## src/rtl/sitda_pkg.sv

```systemverilog
`timescale 1ns / 1ps
package sitda_pkg;

    localparam int WORD_BITS = 32;
    localparam int MAG_BITS  = WORD_BITS - 1;
    // decimal digits of 2^(WORD_BITS-1): floor(MAG_BITS * log10(2)) + 1
    localparam int DIGITS    = (MAG_BITS * 30103) / 100000 + 1;
    localparam int BCD_BITS  = DIGITS * 4;
    localparam int IDX_BITS  = $clog2(DIGITS);
    // shift-add-3 steps done by one pipeline stage
    localparam int STEP      = 8;
    localparam int NSTAGES   = (WORD_BITS + STEP - 1) / STEP;
    localparam int PAD_BITS  = NSTAGES * STEP;

    localparam logic [5:0] CH_ZERO  = 6'd48;
    localparam logic [5:0] CH_MINUS = 6'd45;

    typedef struct packed {
        logic                neg;
        logic [PAD_BITS-1:0] mag;
        logic [BCD_BITS-1:0] bcd;
    } t_dd;

endpackage

```

## src/rtl/signed_int_to_decimal_ascii_top.sv

```systemverilog
`timescale 1ns / 1ps
// Signed integer to decimal ASCII text.
// Input channel: i_valid / o_stall with i_value, a two's-complement word.
// A transaction is taken on a rising edge with i_valid high and o_stall low.
// Output channel: o_valid / i_stall with o_text_char and o_last. Each input
// gives its decimal text one character per transaction, most significant
// first, a leading '-' for negatives, o_last on the final digit.
// Pipeline: sign/magnitude stage, NSTAGES double-dabble stages (8 bits
// each, 4 at 32 bits), then the character serializer. The first character
// is registered in the serializer after passing the front and dabble stages.
// Throughput: one character per cycle while i_stall is low, 1 to 11
// characters per item at 32 bits; the serializer sets this figure.
// Upstream stages keep accepting while the serializer works, buffering up
// to NSTAGES + 1 items.
// Reset (synchronous, active low) empties every stage; no item survives.
// When i_stall is high the current character and o_last hold; stages fill
// up behind it and o_stall rises once all are full.
module signed_int_to_decimal_ascii_top
    import sitda_pkg::*;
(
    input  logic                        i_clk,
    input  logic                        i_rst_n,
    input  logic                        i_valid,
    output logic                        o_stall,
    input  logic signed [WORD_BITS-1:0] i_value,
    output logic                        o_valid,
    input  logic                        i_stall,
    output logic [5:0]                  o_text_char,
    output logic                        o_last
);

    logic [NSTAGES:0] vld;
    logic [NSTAGES:0] rdy;
    t_dd              dat [NSTAGES+1];
    logic             front_ready;
    logic             ser_ready;

    assign o_stall = !front_ready;

    sitda_front u_front (
        .i_clk   (i_clk),
        .i_rst_n (i_rst_n),
        .i_valid (i_valid),
        .o_ready (front_ready),
        .i_value (i_value),
        .o_valid (vld[0]),
        .i_ready (rdy[0]),
        .o_data  (dat[0])
    );

    for (genvar k = 0; k < NSTAGES; k++) begin : g_dd
        sitda_dabble_stage u_stage (
            .i_clk   (i_clk),
            .i_rst_n (i_rst_n),
            .i_valid (vld[k]),
            .o_ready (rdy[k]),
            .i_data  (dat[k]),
            .o_valid (vld[k+1]),
            .i_ready (rdy[k+1]),
            .o_data  (dat[k+1])
        );
    end

    assign rdy[NSTAGES] = ser_ready;

    sitda_serial u_serial (
        .i_clk       (i_clk),
        .i_rst_n     (i_rst_n),
        .i_valid     (vld[NSTAGES]),
        .o_ready     (ser_ready),
        .i_data      (dat[NSTAGES]),
        .o_valid     (o_valid),
        .i_stall     (i_stall),
        .o_text_char (o_text_char),
        .o_last      (o_last)
    );

endmodule

```

## src/rtl/sitda_front.sv

```systemverilog
`timescale 1ns / 1ps
module sitda_front
    import sitda_pkg::*;
(
    input  logic                        i_clk,
    input  logic                        i_rst_n,
    input  logic                        i_valid,
    output logic                        o_ready,
    input  logic signed [WORD_BITS-1:0] i_value,
    output logic                        o_valid,
    input  logic                        i_ready,
    output t_dd                         o_data
);

    logic          r_valid;
    t_dd           r_data;
    t_dd           n_data;
    logic [WORD_BITS-1:0] mag;

    assign o_ready = !r_valid || i_ready;
    assign o_valid = r_valid;
    assign o_data  = r_data;

    // unsigned negate, so the most negative value yields 2^(WORD_BITS-1)
    always_comb begin
        mag = i_value[WORD_BITS-1] ? (~i_value + 1'b1) : i_value;
        n_data.neg = i_value[WORD_BITS-1];
        n_data.mag = PAD_BITS'(mag);
        n_data.bcd = '0;
    end

    always_ff @(posedge i_clk) begin
        if (!i_rst_n) begin
            r_valid <= 1'b0;
        end else if (o_ready) begin
            r_valid <= i_valid;
        end
    end

    always_ff @(posedge i_clk) begin
        if (o_ready && i_valid) begin
            r_data <= n_data;
        end
    end

endmodule

```

## src/rtl/sitda_dabble_stage.sv

```systemverilog
`timescale 1ns / 1ps
module sitda_dabble_stage
    import sitda_pkg::*;
(
    input  logic i_clk,
    input  logic i_rst_n,
    input  logic i_valid,
    output logic o_ready,
    input  t_dd  i_data,
    output logic o_valid,
    input  logic i_ready,
    output t_dd  o_data
);

    logic r_valid;
    t_dd  r_data;
    t_dd  n_data;

    assign o_ready = !r_valid || i_ready;
    assign o_valid = r_valid;
    assign o_data  = r_data;

    // STEP double-dabble iterations: add 3 to digits >= 5, then shift one bit in
    always_comb begin
        logic [BCD_BITS-1:0] b;
        logic [PAD_BITS-1:0] m;
        b = i_data.bcd;
        m = i_data.mag;
        for (int s = 0; s < STEP; s++) begin
            for (int d = 0; d < DIGITS; d++) begin
                if (b[d*4 +: 4] >= 4'd5) begin
                    b[d*4 +: 4] = b[d*4 +: 4] + 4'd3;
                end
            end
            b = {b[BCD_BITS-2:0], m[PAD_BITS-1]};
            m = {m[PAD_BITS-2:0], 1'b0};
        end
        n_data.neg = i_data.neg;
        n_data.mag = m;
        n_data.bcd = b;
    end

    always_ff @(posedge i_clk) begin
        if (!i_rst_n) begin
            r_valid <= 1'b0;
        end else if (o_ready) begin
            r_valid <= i_valid;
        end
    end

    always_ff @(posedge i_clk) begin
        if (o_ready && i_valid) begin
            r_data <= n_data;
        end
    end

endmodule

```

## src/rtl/sitda_serial.sv

```systemverilog
`timescale 1ns / 1ps
module sitda_serial
    import sitda_pkg::*;
(
    input  logic       i_clk,
    input  logic       i_rst_n,
    input  logic       i_valid,
    output logic       o_ready,
    input  t_dd        i_data,
    output logic       o_valid,
    input  logic       i_stall,
    output logic [5:0] o_text_char,
    output logic       o_last
);

    logic                r_busy;
    logic                r_sign;
    logic [IDX_BITS-1:0] r_pos;
    logic [BCD_BITS-1:0] r_bcd;
    logic [IDX_BITS-1:0] top;
    logic [3:0]          digit;
    logic                take;

    assign take    = r_busy && !i_stall;
    assign o_ready = !r_busy || (take && o_last);
    assign o_valid = r_busy;

    // highest nonzero digit; zero falls back to digit 0
    always_comb begin
        top = '0;
        for (int d = 1; d < DIGITS; d++) begin
            if (i_data.bcd[d*4 +: 4] != 4'd0) begin
                top = IDX_BITS'(d);
            end
        end
    end

    assign digit = r_bcd[r_pos*4 +: 4];

    always_comb begin
        if (r_sign) begin
            o_text_char = CH_MINUS;
            o_last      = 1'b0;
        end else begin
            o_text_char = CH_ZERO + {2'b00, digit};
            o_last      = (r_pos == '0);
        end
    end

    always_ff @(posedge i_clk) begin
        if (!i_rst_n) begin
            r_busy <= 1'b0;
            r_sign <= 1'b0;
            r_pos  <= '0;
        end else if (o_ready) begin
            r_busy <= i_valid;
            r_sign <= i_valid && i_data.neg;
            r_pos  <= top;
        end else if (take) begin
            if (r_sign) begin
                r_sign <= 1'b0;
            end else begin
                r_pos <= r_pos - 1'b1;
            end
        end
    end

    always_ff @(posedge i_clk) begin
        if (o_ready && i_valid) begin
            r_bcd <= i_data.bcd;
        end
    end

endmodule

```

## config.mk

```make
export PLATFORM = sky130hd
export DESIGN_NAME = signed_int_to_decimal_ascii_top
export DESIGN_NICKNAME = d
export VERILOG_FILES = /design/src/rtl/sitda_pkg.sv /design/src/rtl/signed_int_to_decimal_ascii_top.sv /design/src/rtl/sitda_front.sv /design/src/rtl/sitda_dabble_stage.sv /design/src/rtl/sitda_serial.sv
export SDC_FILE = /design/constraint.sdc
export NUM_CORES = 1
export LEC_CHECK = 0
export BUFFER_PORTS_ARGS = -buffer_cell sky130_fd_sc_hd__buf_2
export CAP_MARGIN = 20
export CORE_UTILIZATION = 65
export CTS_BUF_LIST = sky130_fd_sc_hd__clkbuf_4
export DETAILED_ROUTE_END_ITERATION = 12
export GPL_ROUTABILITY_DRIVEN = 0
export PLACE_DENSITY = 0.82
export SLEW_MARGIN = 15
export SYNTH_ARGS = -nofsm -noshare
export SYNTH_HDL_FRONTEND = slang
export SYNTH_SLANG_ARGS = --single-unit
```

## constraint.sdc

```tcl
create_clock -name i_clk -period 8 [get_ports i_clk]
set_input_delay 1.2 -clock i_clk [delete_from_list [all_inputs] [get_ports i_clk]]
set_output_delay 1.2 -clock i_clk [all_outputs]
set_load 0.01 [all_outputs]
```

==> summary.md, run 1 <==
| Metric | Value |
|---|---|
| Status | complete, no violations |
| Hold_sp | g_dd[1].u_stage.o_data[61]$_DFFE_PP_ |
| Final Hold Viols | 0 |
| Synthesized area | approximately 0.028 mm^2 |
| Hold Crit Endpoint | g_dd[2].u_stage.o_data[69]$_DFFE_PP_ |
| Max Freq | between 100 and 150 MHz |
| Fraction of registers with async set/reset | 0 |
| CTS Root Cell | clkbuf_4 |
| Final ANT Viol Nets | 0 |
| Remaining DRCs | 0 |
| Syn Area/Cell | roughly 8.4 um^2 |
| Post-synthesis xor/xnor area fraction | 0.0511 |
| Top Ports | 45 |
| Clock Path Buffers | 3 |
| Max-slew violations | 0 |
| Largest family of logic cells by synthesized area | compound AO/OA/AOI/OAI gates |
| Post-synthesis mux area share | 0.0772 |
| Largest net degree at the start of global routing | between 40 and 50 |
| Post-DP HPWL | 46300 um |
| CTS tree | done |
| Global-route wire length before repair | 105000 um |
| Startpoint types | flip-flop |
| Post-route minimum period | about 7.5 ns |
| Register area share after synthesis | 0.249 |
| Yosys cell types | 145 |
| Clk sinks | 238 |
| Worst EP required | around 8.5 ns |
| Synthesized Nets | between 3k and 4k |
| Final worst path period share | 0.935 |
| Die Span Y | about 210 um |
| Total CTS buffers | 61 |
| Final Instance Count excl. Fillers | 4013 |
| Max FO, Critical Path | 11 |
| DR WL/cell | approximately 15 um |
| Clock latency on the worst-skew pair | about 0.81 ns |
| Worst r2r src | g_dd[2].u_stage.o_data[0]$_DFFE_PP_ |
| Synth Flop Type | edfxtp_1 |
| Initial antenna violation count | 1 |
| Met1 global-route usage | 0.327 |
| 1st-pass router iterations | 7 |
| R2R Setup Slk | 0.52 ns |
| Site Rows | 75 |
| Yosys warns | 0 |
| Cells after Synth | 3362 |
| Layout cells sized above 1 | 0.135 |
| PnR worst setup slack | between 0.5 and 0.6 ns |
| Die area | ~0.044 mm^2 |
| Vias | 26.0k |
| Unrepaired setup endpoints after global routing | true |
| CP most frequent cell | ha_1 |
| Vias in the first global route | about 24k |
| Hold/Removal Path Class | reg2reg |
| Area growth syn-to-layout | 5.64% |
| Met2 usage | 0.500 |
| Skew final | 0.0594 ns |
| Initial core utilization | 0.665 |
| Net count, final | 3574 |
| Most frequent cells in the layout | 283 x nand2_1, 254 x nor2_1, 244 x a21oi_1 |
| Worst Hold Path Cells | 0 |
| CTS H-Tree Depth | 2 |
| Placed instance count | roughly 3.9k |
| Total GRT Usage | 0.271 |
| Worst slew margin | 0.361 |
| Die W | about 210 um |
| GR peak layer | met2 |
| Vias per cell | approximately 6.5 |
| Slew @ Worst Pin | between 0.9 and 1 ns |
| #FFs+latches synth | ~240 |
| Post-Synth Simple-Gate Area | 0.191 |
| Global Route met3 Usage | 0.0325 |
| Number of port buffers | 43 |
| R2R depth | 31 |
| Core Region | 0.0424 mm^2 |
| Complex-gate fraction of the synthesized area | 0.320 |
| Total detailed-routing wirelength | a little over 60000 um |
| Setup Viol. Count Final | 0 |
| Commonest non-fill, non-tap cell in the layout | nand2_1 |
| Crit end category | flip-flop |
| Pre-CTS setup slack | -0.0359 ns |
| Post-synth EDFFs | between 200 and 250 |
| WP data arrival | 7.97 ns |
| Setup CP Type | reg2reg |
| R2r endpoint | g_dd[3].u_stage.o_data[8]$_DFFE_PP_ |
| DR iter-0 viols | between 2k and 2.5k |
| Reg clk slew, reported paths | approximately 0.080 ns |
| Adder-cell area share of the yosys netlist | 0.0667 |
| CP max stage delay | slightly below 0.6 ns |
| Slowest stage cell, crit path | edfxtp_1 |
| Final core occ | 0.703 |
| Crit path from | g_dd[2].u_stage.o_data[0]$_DFFE_PP_ |
| Grt total ovfl | 0 |
| Max-cap violations | 0 |
[how the worst max path moves through the flow]
stage	end	slack [ns]	cells after the start
finish	g_dd[3].u_stage.o_data[8]$_DFFE_PP_	0.52	31
detailed placement	g_dd[3].u_stage.o_data[38]$_DFFE_PP_	-0.04	36
global route	g_dd[3].u_stage.o_data[38]$_DFFE_PP_	-0.11	36
global placement	g_dd[3].u_stage.o_data[38]$_DFFE_PP_	0.55	37
CTS	g_dd[3].u_stage.o_data[38]$_DFFE_PP_	0.03	36
floorplan	g_dd[3].u_stage.o_data[38]$_DFFE_PP_	1.01	36
[state kept, by name, indices dropped and copies added, names as in the netlist]
name                  count
g_dd.u_stage.o_data     154
u_serial.r_pos            4
u_front.o_valid           1
g_dd.u_stage.o_valid      4
u_serial.o_valid          1
u_front.o_data           33
u_serial.r_sign           1
u_serial.r_bcd           40
[routing by layer]
| metal | up-vias | wire length (um) | share of wire |
|---|---|---|---|
| met5 | - | 0 | 0 |
| met1 | 12200 | 26000 | 0.43 |
| met2 | 741 | 31000 | 0.51 |
| met3 | 119 | 2910 | 0.048 |
| met4 | 0 | 1180 | 0.019 |
| li1 | 13000 | - | - |
[cell type report]
class | count | area, um^2
Fill cell | 3274 | 12600
Clock inverter | 26 | 144
Multi-Input combinational cell | 2809 | 20100
Inverter | 222 | 833
Timing Repair Buffer | 58 | 380
Sequential cell | 238 | 7040
Antenna cell | 1 | 2.50
Clock buffer | 82 | 616
Tap cell | 577 | 722
[Yosys cell counts (19+ instances only)]
master,count,share of area
a211o_1,28,0.0087
a211oi_1,56,0.015
a21o_1,38,0.010
a21oi_1,249,0.044
a22oi_1,23,0.0061
a31oi_1,50,0.011
and2_1,38,0.0084
and3_1,39,0.0086
buf_2,27,0.0048
clkbuf_1,56,0.0075
edfxtp_1,227,0.24
ha_1,148,0.066
inv_1,206,0.027
mux2_2,67,0.027
mux2i_1,100,0.035
nand2_1,283,0.038
nand2b_1,72,0.016
nand3_1,87,0.015
nand3b_1,19,0.0051
nor2_1,254,0.034
nor2b_1,41,0.0091
nor3_1,68,0.012
o211ai_1,50,0.013
o21a_1,49,0.013
o21ai_0,213,0.038
o21ai_1,58,0.010
o21bai_1,22,0.0059
o221ai_1,21,0.0065
o22ai_1,33,0.0073
o31ai_1,24,0.0064
or2_2,24,0.0053
or3_1,38,0.0084
xnor2_1,103,0.032
xor2_1,30,0.0093
[critical path: cells and delay by family, from the launching register on]
kind / cells / cell delay (ns)
AOI/OAI and AO/OA: 11 / 2.64
and+or+nand+nor: 6 / 1.56
adders and majority gates: 7 / 1.53
buffers and inverters: 5 / 0.63
DFF: 1 / 0.58
xor gates and xnor gates: 2 / 0.24
[cell families (layout without fill, tap and decap cells)]
family                     count (synthesis)  in the layout
AOI/OAI and AO/OA                       1241           1241
and+or+nand+nor                         1076           1076
buffers and inverters                    315            388
DFF                                      238            238
muxes                                    191            191
adders and majority gates                151            151
xor gates and xnor gates                 149            149
other                                      1              2
[repair_timing]
action,in CTS,in global routing
gates resized for setup,1,16
setup endpoints to repair,2,9
buffers inserted,0,2
hold buffers,0,0
[per-stage QoR]
step                      hold WS, ns  instance area [um^2]  setup TNS, ns
after floorplan                 0.400                 28200              0
after global placement          0.400                 28800              0
after detailed placement        0.405                 28900        -0.0634
after CTS                       0.412                 29600              0
after global routing            0.416                 29800         -0.168
final                           0.411                 29800              0
Power of run 1 is not shown: default switching activity piles up to over one toggle a cycle in this logic, so the estimate is an artifact.
==> run 2, diff against run 1 <==
Settings changed: CELL_PAD_IN_SITES_DETAIL_PLACEMENT set to 1, CELL_PAD_IN_SITES_GLOBAL_PLACEMENT set to 2, CORE_ASPECT_RATIO set to 0.6, CORE_UTILIZATION 65 to 42, PLACE_DENSITY 0.82 to unset, PLACE_DENSITY_LB_ADDON set to 0.1.
Clock period 8 ns to 8.3 ns, I/O delays scaled along.
==> summary.md, run 2 (synthesis results as in run 1) <==
| Metric | Value |
|---|---|
| Largest register FFs | 154 (unchanged) |
| Worst slew margin | 0.369 (was 0.361) |
| Worst r2r src | g_dd[2].u_stage.o_data[28]$_DFFE_PP_ (was g_dd[2].u_stage.o_data[0]$_DFFE_PP_) |
| Layout cells sized above 1 | 0.138 (was 0.135) |
| Final ANT Viol Nets | 0 (unchanged) |
| Vias | 26.2k (was 26.0k) |
| Commonest non-fill, non-tap cell in the layout | nand2_1 (unchanged) |
| CP most frequent cell | ha_1 (unchanged) |
| Crit path from | g_dd[2].u_stage.o_data[28]$_DFFE_PP_ (was g_dd[2].u_stage.o_data[0]$_DFFE_PP_) |
| Clock Path Buffers | 3 (unchanged) |
| Worst EP required | 8.91 ns (was 8.49 ns) |
| Setup Viol. Count Final | 0 (unchanged) |
| GR peak layer | met2 (unchanged) |
| Total detailed-routing wirelength | 78200 um (was 61100 um) |
| Net count, final | 3575 (was 3574) |
| R2R depth | 36 (was 31) |
| Total GRT Usage | 0.225 (was 0.271) |
| Met1 global-route usage | 0.336 (was 0.327) |
| Total CTS buffers | 60 (was 61) |
| Skew final | 0.0790 ns (was 0.0594 ns) |
| DR WL/cell | 18.0 um (was 15.2 um) |
| Hold_sp | g_dd[0].u_stage.o_data[60]$_DFFE_PP_ (was g_dd[1].u_stage.o_data[61]$_DFFE_PP_) |
| Largest net degree at the start of global routing | 42 (unchanged) |
| Number of port buffers | 43 (unchanged) |
| Post-DP HPWL | 59700 um (was 46300 um) |
| CTS Root Cell | clkbuf_4 (unchanged) |
| Hold/Removal Path Class | reg2reg (unchanged) |
| Global-route wire length before repair | 131000 um (was 105000 um) |
| Site Rows | 73 (was 75) |
| Vias per cell | 6.03 (was 6.48) |
| Most frequent cells in the layout | 282 x nand2_1, 254 x nor2_1, 244 x a21oi_1 (was 283 x nand2_1, 254 x nor2_1, 244 x a21oi_1) |
| Max FO, Critical Path | 7 (was 11) |
| Slowest stage cell, crit path | edfxtp_1 (unchanged) |
| CP max stage delay | 0.48 ns (was 0.58 ns) |
| Grt total ovfl | 0 (unchanged) |
| Sequential cell area | 0.00704 mm^2 (unchanged) |
| Worst Hold Path Cells | 0 (unchanged) |
| Clock latency on the worst-skew pair | 0.85 ns (was 0.81 ns) |
| Reg clk slew, reported paths | 0.07 ns (was 0.08 ns) |
| CTS tree | done (unchanged) |
| Final Hold Viols | 0 (unchanged) |
| Hold buffer count at cts | 0 (unchanged) |
| Startpoint types | flip-flop (unchanged) |
| Slew @ Worst Pin | 0.946 ns (was 0.954 ns) |
| Top Ports | 45 (unchanged) |
| Area after DPL | 0.0293 mm^2 (was 0.0289 mm^2) |
| Initial antenna violation count | 1 (unchanged) |
| Area growth syn-to-layout | 7.13% (was 5.64%) |
| Crit end category | flip-flop (unchanged) |
| Core Region | 0.0663 mm^2 (was 0.0424 mm^2) |
| Initial core utilization | 0.425 (was 0.665) |
| Final worst path period share | 0.929 (was 0.935) |
| Die W | 337 um (was 210 um) |
| Fillcell total | 8003 (was 3274) |
| DR iter-0 viols | 1392 (was 2280) |
| 1st-pass router iterations | 5 (was 7) |
| Max-slew violations | 0 (unchanged) |
| Global Route met3 Usage | 0.0306 (was 0.0325) |
| WP data arrival | 8.31 ns (was 7.97 ns) |
| Status | complete, no violations (unchanged) |
| Remaining DRCs | 0 (unchanged) |
| Setup CP Type | reg2reg (unchanged) |
| Final Cell Area | 0.0302 mm^2 (was 0.0298 mm^2) |
| Setup TNS | 0 ns (unchanged) |
| CTS H-Tree Depth | 2 (unchanged) |
| Vias in the first global route | 26.1k (was 24.1k) |
| Die Span Y | 203 um (was 210 um) |
| Die area | 0.0682 mm^2 (was 0.0442 mm^2) |
| Area taken by multi-input logic gates | 0.0201 mm^2 (about the same) |
| Met2 usage | 0.341 (was 0.500) |
| Post-route minimum period | 7.71 ns (was 7.48 ns) |
| Max-cap violations | 0 (unchanged) |
| Max Freq | 130 MHz (was 134 MHz) |
| Clk sinks | 238 (unchanged) |
-- run 2: cell count changes in the layout (fill, tap and decap cells not counted), moves of 2 or more --
cell and change:
buf_16 -2, buf_4 +4, clkbuf_4 +11, clkinv_1 -3
clkinv_2 -5, inv_6 -2
-- run 2: layer usage --
| layer | vias to the layer above | share of wire |
|---|---|---|
| met3 | 86 | 0.036 |
| met5 | - | 0 |
| met1 | 12800 | 0.53 |
| met4 | 0 | 0.014 |
| met2 | 371 | 0.42 |
| li1 | 12900 | - |
-- run 2: through the flow --
| stage | worst slack [ns] | hold slack [ns] | cells | util |
|---|---|---|---|---|
| 3_3_place_gp | 0.701 | 0.401 | 4224 | 0.442 |
| 2_1_floorplan | 1.31 | 0.400 | 3362 | - |
| 6_report | 0.591 | 0.417 | 4341 | 0.456 |
| 4_1_cts | 0.0902 | 0.407 | 4335 | 0.454 |
| 3_5_place_dp | 0.0114 | 0.406 | 4224 | 0.442 |
| 5_1_grt | -0.0121 | 0.415 | 4341 | 0.456 |
-- run 2: worst paths after layout --
check,endpoint,slack [ns]
worst max-delay path,g_dd[3].u_stage.o_data[38]$_DFFE_PP_,0.59
worst max register to register,g_dd[3].u_stage.o_data[38]$_DFFE_PP_,0.59
worst min register to register,g_dd[1].u_stage.o_data[68]$_DFFE_PP_,0.42
worst min-delay path,g_dd[1].u_stage.o_data[68]$_DFFE_PP_,0.42
-- run 2: final cells by class --
type / instances / area share
antenna: 1 / 0.0000828
inverter: 222 / 0.0276
clock inverter: 18 / 0.00290
multi-input combinational: 2809 / 0.664
clock buffer: 93 / 0.0231
sequential: 238 / 0.233
tap: 900 / 0.0373
timing repair buffer: 60 / 0.0118
-- run 2: worst max-delay path, delay by kind of cell, from the launching register on --
family | cells | cell delay [ns]
compound gates | 10 | 2.27
xor+xnor | 4 | 0.71
fa+ha+maj | 8 | 1.81
buf+inv | 4 | 0.36
flops | 1 | 0.48
mux | 2 | 0.43
simple gates | 8 | 1.39
-- run 2: repair_timing --
action	CTS	global route
resized for setup	2	17
buffers inserted	0	3
pin swaps	0	0
endpoints found under the setup margin	2	18
Power of run 2 is left out for the same reason.
